===== src/hw/rtl/tkrs_pkg.sv =====
// ----------------------------------------------------------------------------
// tkrs_pkg
// Shared types and constants of the top-k running sum block: controller
// states, the command and status groups between controller and datapath,
// and the configuration register map.
// ----------------------------------------------------------------------------
package tkrs_pkg;

  localparam int KMaxDefault       = 64;
  localparam int ValueWidthDefault = 32;

  localparam int KEEP_W    = 7;
  localparam int CFG_IDX_W = 2;
  localparam int CFG_DAT_W = KEEP_W;

  localparam logic [CFG_IDX_W-1:0] REG_KEEP_COUNT   = 2'd0;
  localparam logic [CFG_IDX_W-1:0] REG_KEEP_LARGEST = 2'd1;

  localparam logic [KEEP_W-1:0] KEEP_COUNT_RST = 7'd1;

  typedef enum logic [3:0] {
    ST_IDLE,
    ST_DECIDE,
    ST_UP_CHK,
    ST_UP_CMP,
    ST_ROOT_RD,
    ST_ROOT_CMP,
    ST_DN_CHK,
    ST_DN_CMP,
    ST_DONE
  } state_e;

  typedef struct packed {
    logic latch;
    logic cfg_we;
    logic clear;
    logic insert;
    logic rd_root;
    logic rd_kids;
    logic wr_v;
    logic up_move;
    logic replace;
    logic dn_move;
  } cmd_t;

  typedef struct packed {
    logic op_clear;
    logic room;
    logic empty;
    logic at_top;
    logic up_move;
    logic root_beat;
    logic leaf;
    logic dn_move;
  } stat_t;

endpackage


===== src/hw/rtl/tkrs_ctrl.sv =====
// ----------------------------------------------------------------------------
// tkrs_ctrl
// Controller state machine: sequences one transaction, a clear or the sift-up
// or root-replace and sift-down walk of the heap datapath.
// ----------------------------------------------------------------------------
module tkrs_ctrl (
  input  logic           clk_i,
  input  logic           rst_ni,
  input  logic           start,
  output logic           busy,
  output logic           valid_o,
  input  logic           cfg_valid_i,
  output logic           cfg_ready_o,
  input  tkrs_pkg::stat_t stat_i,
  output tkrs_pkg::cmd_t  cmd_o
);
  import tkrs_pkg::*;

  state_e state_q, state_d;

  always_ff @(posedge clk_i or negedge rst_ni) begin
    if (!rst_ni) begin
      state_q <= ST_IDLE;
    end else begin
      state_q <= state_d;
    end
  end

  always_comb begin
    state_d = state_q;
    unique case (state_q)
      ST_IDLE: begin
        if (start) state_d = ST_DECIDE;
      end
      ST_DECIDE: begin
        if (stat_i.op_clear)   state_d = ST_DONE;
        else if (stat_i.room)  state_d = ST_UP_CHK;
        else if (stat_i.empty) state_d = ST_DONE;
        else                   state_d = ST_ROOT_RD;
      end
      ST_UP_CHK: begin
        state_d = stat_i.at_top ? ST_DONE : ST_UP_CMP;
      end
      ST_UP_CMP: begin
        state_d = stat_i.up_move ? ST_UP_CHK : ST_DONE;
      end
      ST_ROOT_RD: begin
        state_d = ST_ROOT_CMP;
      end
      ST_ROOT_CMP: begin
        state_d = stat_i.root_beat ? ST_DN_CHK : ST_DONE;
      end
      ST_DN_CHK: begin
        state_d = stat_i.leaf ? ST_DONE : ST_DN_CMP;
      end
      ST_DN_CMP: begin
        state_d = stat_i.dn_move ? ST_DN_CHK : ST_DONE;
      end
      ST_DONE: begin
        state_d = ST_IDLE;
      end
      default: state_d = ST_IDLE;
    endcase
  end

  always_comb begin
    cmd_o       = '0;
    busy        = (state_q != ST_IDLE);
    valid_o     = (state_q == ST_DONE);
    cfg_ready_o = (state_q == ST_IDLE) && !start;
    unique case (state_q)
      ST_IDLE: begin
        cmd_o.latch  = start;
        cmd_o.cfg_we = cfg_valid_i && !start;
      end
      ST_DECIDE: begin
        if (stat_i.op_clear)  cmd_o.clear  = 1'b1;
        else if (stat_i.room) cmd_o.insert = 1'b1;
      end
      ST_UP_CHK: begin
        cmd_o.wr_v = stat_i.at_top;
      end
      ST_UP_CMP: begin
        cmd_o.up_move = stat_i.up_move;
        cmd_o.wr_v    = !stat_i.up_move;
      end
      ST_ROOT_RD: begin
        cmd_o.rd_root = 1'b1;
      end
      ST_ROOT_CMP: begin
        cmd_o.replace = stat_i.root_beat;
      end
      ST_DN_CHK: begin
        cmd_o.wr_v    = stat_i.leaf;
        cmd_o.rd_kids = !stat_i.leaf;
      end
      ST_DN_CMP: begin
        cmd_o.dn_move = stat_i.dn_move;
        cmd_o.wr_v    = !stat_i.dn_move;
      end
      ST_DONE: begin
        cmd_o = '0;
      end
      default: cmd_o = '0;
    endcase
  end

endmodule


===== src/hw/rtl/tkrs_dp.sv =====
// ----------------------------------------------------------------------------
// tkrs_dp
// Heap datapath: heap memory with two registered read ports, the moving
// value and index registers, fill count, running sum and the
// configuration registers.
// ----------------------------------------------------------------------------
module tkrs_dp #(
  parameter int K_MAX       = tkrs_pkg::KMaxDefault,
  parameter int VALUE_WIDTH = tkrs_pkg::ValueWidthDefault,
  parameter int AW          = (K_MAX > 1) ? $clog2(K_MAX) : 1,
  parameter int SUM_W       = VALUE_WIDTH + AW
) (
  input  logic                                  clk_i,
  input  logic                                  rst_ni,
  input  tkrs_pkg::cmd_t                        cmd_i,
  output tkrs_pkg::stat_t                       stat_o,
  input  logic                                  opcode_i,
  input  logic signed [VALUE_WIDTH-1:0]         value_i,
  input  logic        [tkrs_pkg::CFG_IDX_W-1:0] cfg_index_i,
  input  logic        [tkrs_pkg::CFG_DAT_W-1:0] cfg_data_i,
  output logic signed [SUM_W-1:0]               chosen_sum_o
);
  import tkrs_pkg::*;

  localparam int CNT_W = $clog2(K_MAX + 1);
  localparam int CW    = AW + 2;
  localparam int LW    = (KEEP_W > CNT_W) ? KEEP_W : CNT_W;

  logic signed [VALUE_WIDTH-1:0] mem [K_MAX];

  logic signed [VALUE_WIDTH-1:0] v_q, rd_a_q, rd_b_q;
  logic                          op_q;
  logic        [AW-1:0]          idx_q;
  logic        [CNT_W-1:0]       held_q;
  logic signed [SUM_W-1:0]       sum_q;
  logic        [KEEP_W-1:0]      keep_count_q;
  logic                          keep_largest_q;

  logic        [AW-1:0]          idx_m1, parent, addr_a, addr_b, child_idx;
  logic        [CW-1:0]          lchild, rchild, held_w;
  logic        [LW-1:0]          keep_ext, kmax_ext, limit, held_ext;
  logic                          r_ok, pick_b, we;
  logic signed [VALUE_WIDTH-1:0] child_val, wr_data;

  function automatic logic nearer(input logic signed [VALUE_WIDTH-1:0] a,
                                  input logic signed [VALUE_WIDTH-1:0] b,
                                  input logic largest);
    return largest ? (a < b) : (a > b);
  endfunction

  always_comb begin
    idx_m1    = idx_q - AW'(1);
    parent    = idx_m1 >> 1;
    lchild    = {1'b0, idx_q, 1'b1};
    rchild    = lchild + CW'(1);
    held_w    = CW'(held_q);
    keep_ext  = LW'(keep_count_q);
    kmax_ext  = LW'(K_MAX);
    limit     = (keep_ext > kmax_ext) ? kmax_ext : keep_ext;
    held_ext  = LW'(held_q);
    addr_a    = cmd_i.rd_root ? '0 : (cmd_i.rd_kids ? lchild[AW-1:0] : parent);
    addr_b    = rchild[AW-1:0];
    r_ok      = (rchild < held_w);
    pick_b    = r_ok && nearer(rd_b_q, rd_a_q, keep_largest_q);
    child_val = pick_b ? rd_b_q : rd_a_q;
    child_idx = pick_b ? rchild[AW-1:0] : lchild[AW-1:0];
    we        = cmd_i.wr_v || cmd_i.up_move || cmd_i.dn_move;
    if (cmd_i.wr_v)         wr_data = v_q;
    else if (cmd_i.up_move) wr_data = rd_a_q;
    else                    wr_data = child_val;
  end

  always_comb begin
    stat_o.op_clear  = op_q;
    stat_o.room      = (held_ext < limit);
    stat_o.empty     = (held_q == '0);
    stat_o.at_top    = (idx_q == '0);
    stat_o.up_move   = nearer(v_q, rd_a_q, keep_largest_q);
    stat_o.root_beat = nearer(rd_a_q, v_q, keep_largest_q);
    stat_o.leaf      = !(lchild < held_w);
    stat_o.dn_move   = nearer(child_val, v_q, keep_largest_q);
  end

  always_ff @(posedge clk_i) begin
    if (we) begin
      mem[idx_q] <= wr_data;
    end
    rd_a_q <= mem[addr_a];
    rd_b_q <= mem[addr_b];
  end

  always_ff @(posedge clk_i) begin
    if (cmd_i.latch) begin
      v_q <= value_i;
    end
    if (cmd_i.insert) begin
      idx_q <= held_q[AW-1:0];
    end else if (cmd_i.up_move) begin
      idx_q <= parent;
    end else if (cmd_i.replace) begin
      idx_q <= '0;
    end else if (cmd_i.dn_move) begin
      idx_q <= child_idx;
    end
  end

  always_ff @(posedge clk_i or negedge rst_ni) begin
    if (!rst_ni) begin
      op_q           <= 1'b0;
      held_q         <= '0;
      sum_q          <= '0;
      keep_count_q   <= KEEP_COUNT_RST;
      keep_largest_q <= 1'b0;
    end else begin
      if (cmd_i.latch) begin
        op_q <= opcode_i;
      end
      if (cmd_i.cfg_we) begin
        unique case (cfg_index_i)
          REG_KEEP_COUNT: begin
            keep_count_q <= cfg_data_i[KEEP_W-1:0];
            held_q       <= '0;
            sum_q        <= '0;
          end
          REG_KEEP_LARGEST: begin
            keep_largest_q <= cfg_data_i[0];
            held_q         <= '0;
            sum_q          <= '0;
          end
          default: ;
        endcase
      end else if (cmd_i.clear) begin
        held_q <= '0;
        sum_q  <= '0;
      end else if (cmd_i.insert) begin
        held_q <= held_q + CNT_W'(1);
        sum_q  <= sum_q + SUM_W'(v_q);
      end else if (cmd_i.replace) begin
        sum_q  <= sum_q + SUM_W'(v_q) - SUM_W'(rd_a_q);
      end
    end
  end

  assign chosen_sum_o = sum_q;

endmodule


===== src/hw/rtl/top_k_running_sum.sv =====
// ----------------------------------------------------------------------------
// top_k_running_sum
// Streaming top-k selection: keeps the keep_count (at most K_MAX) smallest
// or largest samples in a binary heap and reports the sum of the kept samples
// after every transaction.
//
// Channel   Direction  Handshake                  Payload
// input     in         start, busy                opcode_i, value_i
// result    out        valid_o (one-cycle strobe) chosen_sum_o
// config    in         cfg_valid_i, cfg_ready_o   cfg_index_i, cfg_data_i
//
// A clear, or a push with keep_count zero, goes straight to the result strobe;
// a push that does not beat the root of a full heap is discarded. An insert
// sifts the new sample up a level per compare until it reaches the root or
// stops; a root replace reads the root, compares, then sifts down until it
// reaches a leaf or stops. A new item is accepted only while busy is low.
// Reset empties the heap at once and selects keep_count 1, smallest mode.
// ----------------------------------------------------------------------------
module top_k_running_sum #(
  parameter int K_MAX       = tkrs_pkg::KMaxDefault,
  parameter int VALUE_WIDTH = tkrs_pkg::ValueWidthDefault,
  localparam int AW         = (K_MAX > 1) ? $clog2(K_MAX) : 1,
  localparam int SUM_W      = VALUE_WIDTH + AW
) (
  input  logic                                  clk_i,
  input  logic                                  rst_ni,
  input  logic                                  start,
  output logic                                  busy,
  input  logic                                  opcode_i,
  input  logic signed [VALUE_WIDTH-1:0]         value_i,
  output logic                                  valid_o,
  output logic signed [SUM_W-1:0]               chosen_sum_o,
  input  logic                                  cfg_valid_i,
  output logic                                  cfg_ready_o,
  input  logic        [tkrs_pkg::CFG_IDX_W-1:0] cfg_index_i,
  input  logic        [tkrs_pkg::CFG_DAT_W-1:0] cfg_data_i
);
  import tkrs_pkg::*;

  cmd_t  cmd;
  stat_t stat;

  tkrs_ctrl u_ctrl (
    .clk_i       (clk_i),
    .rst_ni      (rst_ni),
    .start       (start),
    .busy        (busy),
    .valid_o     (valid_o),
    .cfg_valid_i (cfg_valid_i),
    .cfg_ready_o (cfg_ready_o),
    .stat_i      (stat),
    .cmd_o       (cmd)
  );

  tkrs_dp #(
    .K_MAX       (K_MAX),
    .VALUE_WIDTH (VALUE_WIDTH),
    .AW          (AW),
    .SUM_W       (SUM_W)
  ) u_dp (
    .clk_i        (clk_i),
    .rst_ni       (rst_ni),
    .cmd_i        (cmd),
    .stat_o       (stat),
    .opcode_i     (opcode_i),
    .value_i      (value_i),
    .cfg_index_i  (cfg_index_i),
    .cfg_data_i   (cfg_data_i),
    .chosen_sum_o (chosen_sum_o)
  );

  a_start_busy: assert property (@(posedge clk_i) disable iff (!rst_ni)
    (start && !busy) |=> busy)
    else $error("Accepted transaction did not raise busy.");

  a_done_idle: assert property (@(posedge clk_i) disable iff (!rst_ni)
    valid_o |=> !busy)
    else $error("Controller did not return to idle after the result.");

  a_cfg_idle: assert property (@(posedge clk_i) disable iff (!rst_ni)
    (cfg_valid_i && cfg_ready_o) |-> (!busy && cmd.cfg_we))
    else $error("Configuration write taken while a transaction is in flight.");

  a_one_write: assert property (@(posedge clk_i) disable iff (!rst_ni)
    $onehot0({cmd.wr_v, cmd.up_move, cmd.dn_move}))
    else $error("More than one heap write requested in a cycle.");

endmodule

===== config.mk =====
export PLATFORM = sky130hd
export DESIGN_NAME = top_k_running_sum
export DESIGN_NICKNAME = d
export VERILOG_FILES = /design/src/hw/rtl/tkrs_pkg.sv /design/src/hw/rtl/tkrs_ctrl.sv /design/src/hw/rtl/tkrs_dp.sv /design/src/hw/rtl/top_k_running_sum.sv
export SDC_FILE = /design/constraint.sdc
export NUM_CORES = 2
export LEC_CHECK = 0
export BUFFER_PORTS_ARGS = -buffer_cell sky130_fd_sc_hd__buf_2
export CAP_MARGIN = 40
export CORE_MARGIN = 3
export CORE_UTILIZATION = 55
export CTS_CLUSTER_DIAMETER = 50
export DETAILED_ROUTE_END_ITERATION = 6
export PLACE_DENSITY = 0.68
export SLEW_MARGIN = 20
export SYNTH_ARGS = -nofsm -noshare
export SYNTH_HDL_FRONTEND = slang
export SYNTH_SLANG_ARGS = --single-unit

===== constraint.sdc =====
create_clock -name clk_i -period 10.3 [get_ports clk_i]
set_clock_uncertainty 0.05 [all_clocks]
set_input_delay 1.545 -clock clk_i [delete_from_list [all_inputs] [get_ports clk_i]]
set_output_delay 1.545 -clock clk_i [all_outputs]
set_load 0.05 [all_outputs]

==> flow_metrics.tcl <==
set metrics [dict create \
    status "finished, violations left" \
    violations "DRC" \
    fin_tns_setup_ns 0 \
    placementRows 155 \
    ys_seq_area_frac 0.6601 \
    synth_cells 6261 \
    hold_viol_final 0 \
    crit_cells 21 \
    crit_type "flip-flop to flip-flop" \
    period_minus_slack_ns 7.847 \
    root_buffer "clkbuf_16" \
    crit_family "compound AO/OA/AOI/OAI gates" \
    hp-start "u_dp.keep_count_q[1]" \
    whs_path_depth 1 \
    synth-compound-area-share 0.05873 \
    nets 6705 \
    portBuffers 86 \
    via_count 65660 \
    synthArstFlopShare 0.02627 \
    initial_core_util 0.5539 \
    slew_headroom 0.1245 \
    path_buf_inv 4 \
    drive_gt1_frac 0.2134 \
    period_share 0.7619 \
    antenna_found_initial 26 \
    synth-simple-area-share 0.07048 \
    crit_start "u_dp.idx_q[1]" \
    max_cap_violations 0 \
    worst_pin_slew_ns 1.313 \
    drc 5 \
    ff2ff_path_depth 21 \
    ys.flop_type "edfxtp_1" \
    clkSlewWorstSetupHoldPaths_ns 0.06 \
    r2r_slack_ns 2.45 \
    chipHeight_um 430.3 \
    cp_max_fo 37 \
    wl_mm 352.6 \
    clk_latency_ns 0.88 \
    core_area_um2 178800 \
    io_pins 87 \
    final_max_slew_viol_count 0 \
    overflow 0 \
    synth-adder-area-share 0.02466 \
    initialDrtViolationCount 11960 \
    mostFrequentLayoutCells "edfxtp_1, nand2_1, mux4_2" \
    crit_chain "inv_1 > ha_4 > ha_1 > a21oi_1 > o21bai_1 > a21oi_1 > o21bai_1 > a21oi_4 > buf_16 > o21ai_0 > ha_1 > nand4_1 > nor4_1 > nand3_1 > o211ai_1 > xnor2_1 > o221a_2 > a21oi_4 > buf_4 > mux2i_4 > buf_4" \
    track_usage 0.3787 \
    layout_commonest_cell "edfxtp_1" \
    grt_max_degree 143 \
    grt_pass1_vias 61740 \
    max_stage_delay_ns 0.78 \
    ctsResizeCount 0 \
    drt_pass1_iterations 7 \
    clockBufferDepth 3 \
    globalplace.congestion 0.9610 \
    avgSynthCellArea_um2 15.82 \
    cts_setup_buffers 0 \
    yosysWarnings 0 \
    finalSetupViolCount 0 \
    grt_pass1_wl_mm 486.1 \
    cp.arrival_ns 8.46 \
    viasPerCell 7.274 \
    synth_area_um2 99040 \
    crit_path_end_kind "flip-flop" \
    postCtsHoldBufs 0 \
    synth_edf_count 2086 \
    die_w_um 430.3 \
    fp.dieArea_um2 185200 \
    dp_hpwl_mm 208.5 \
    syn-num-nets 6501 \
    r2r_start "u_dp.idx_q[1]" \
    hp-class "flip-flop to flip-flop" \
    synth-xor-area-share 0.007214 \
    start_kind "flip-flop" \
    ys_seq_elements 2208 \
    synth_top_family_by_area "multiplexers" \
    cts.sinks 2208 \
    ant_nets 0 \
    htreeDepth 4 \
    syn_to_final_growth_pct 14.05 \
    crit_end "u_dp.mem[56][31]" \
    muxShareOfSynthArea 0.1592 \
    numCtsBuffers 221 \
    required_ns 10.91 \
    fmax_mhz 127.4 \
    crit_slowest_cell "mux2i_4" \
    rsz0062_at_grt "false" \
    timing.rr.end "u_dp.mem[56][31]" \
    synth_cell_type_count 86 \
    wl_per_cell_um 39.07 \
    cts_tree "yes" \
    fillers 12470 \
]
## worst min-delay path by stage
stage                                 endpoint  slack [ns]
final                     u_dp.keep_count_q[1]        0.46
after global routing      u_dp.keep_count_q[1]        0.48
after CTS                 u_dp.keep_count_q[1]        0.46
after detailed placement  u_dp.keep_count_q[1]        0.45
after global placement    u_dp.keep_count_q[3]        0.45
after floorplan              u_ctrl.state_q[0]        0.41
## metrics by stage
stage | hold WS [ns] | setup slack [ns] | cell area [µm²] | utilization | instances
after floorplan | 0.4118 | 2.032 | 99040 | - | 6261
after global placement | 0.4478 | 1.802 | 103400 | 0.5782 | 8492
after detailed placement | 0.4520 | 2.265 | 105300 | 0.5890 | 8579
after CTS | 0.4641 | 2.252 | 112600 | 0.6298 | 8996
after global routing | 0.4823 | 2.039 | 112900 | 0.6315 | 9015
final | 0.4610 | 2.453 | 113000 | 0.6317 | 9026
## cells in the mapped netlist (all sizes together), types with 25 or more instances
library cell  number  area share
nand4             65      0.0041
dfxtp             64       0.013
edfxtp          2086        0.63
a222oi            29      0.0029
dfrtp             57       0.014
mux2i            276       0.028
nand3            240       0.012
nand2            983       0.037
a31oi            111      0.0070
o21ai             97      0.0049
a21oi            121      0.0063
clkbuf           230      0.0087
or3               36      0.0023
nor3              25      0.0013
xnor2             43      0.0038
nor2             187      0.0071
inv               97      0.0037
xor2              36      0.0032
a21o              69      0.0053
buf              150      0.0072
a22oi             93      0.0070
a32oi            147       0.013
ha               192       0.024
mux4             572        0.13
## layout make-up
cell class / count / area (µm²) / share of cell area
Multi-Input combinational cell: 3576 / 32840 / 0.2907
Clock inverter: 140 / 1358 / 0.01202
Sequential cell: 2208 / 65370 / 0.5788
Inverter: 97 / 364.1 / 0.003223
Tap cell: 2355 / 2947 / 0.02609
Clock buffer: 277 / 5938 / 0.05257
Timing Repair Buffer: 361 / 4104 / 0.03633
Antenna cell: 12 / 30.03 / 0.0002659
## sequential cells by signal, indices dropped and copies added, names as in the netlist
name                 flops
u_ctrl.state_q           4
u_dp.chosen_sum_o       38
u_dp.held_ext            7
u_dp.idx_q               6
u_dp.keep_count_q        7
u_dp.keep_largest_q      1
u_dp.mem              2048
u_dp.op_q                1
u_dp.rd_a_q             32
u_dp.rd_b_q             32
u_dp.v_q                32
## cell families (layout without fill, tap and decap cells)
logic type | Yosys count | in the layout
AOI/OAI and AO/OA | 812 | 812
xor gates and xnor gates | 80 | 80
adders and majority gates | 194 | 194
buffers and inverters | 477 | 875
DFF | 2208 | 2208
muxes | 859 | 859
other | 0 | 12
and+or+nand+nor | 1631 | 1631
## metal layers
metal,wire length (µm),track usage
met1,119800,0.5053
met2,150700,0.5411
met3,58400,0.1434
met4,23530,0.2064
met5,184,0
## worst reg2reg max path, delay by kind of cell, from the launching register on
| kind | cells | cell delay (ns) |
|---|---|---|
| adder cells (fa/ha/maj) | 3 | 1.46 |
| XOR/XNOR | 1 | 0.13 |
| multiplexers | 1 | 0.81 |
| AO/OA/AOI/OAI | 9 | 1.82 |
| AND/OR/NAND/NOR | 3 | 1.03 |
| buffers and inverters | 4 | 1.52 |
| flip-flops | 1 | 0.77 |
Power is not shown: default switching activity piles up to over one toggle a cycle in this logic, so the estimate is an artifact.
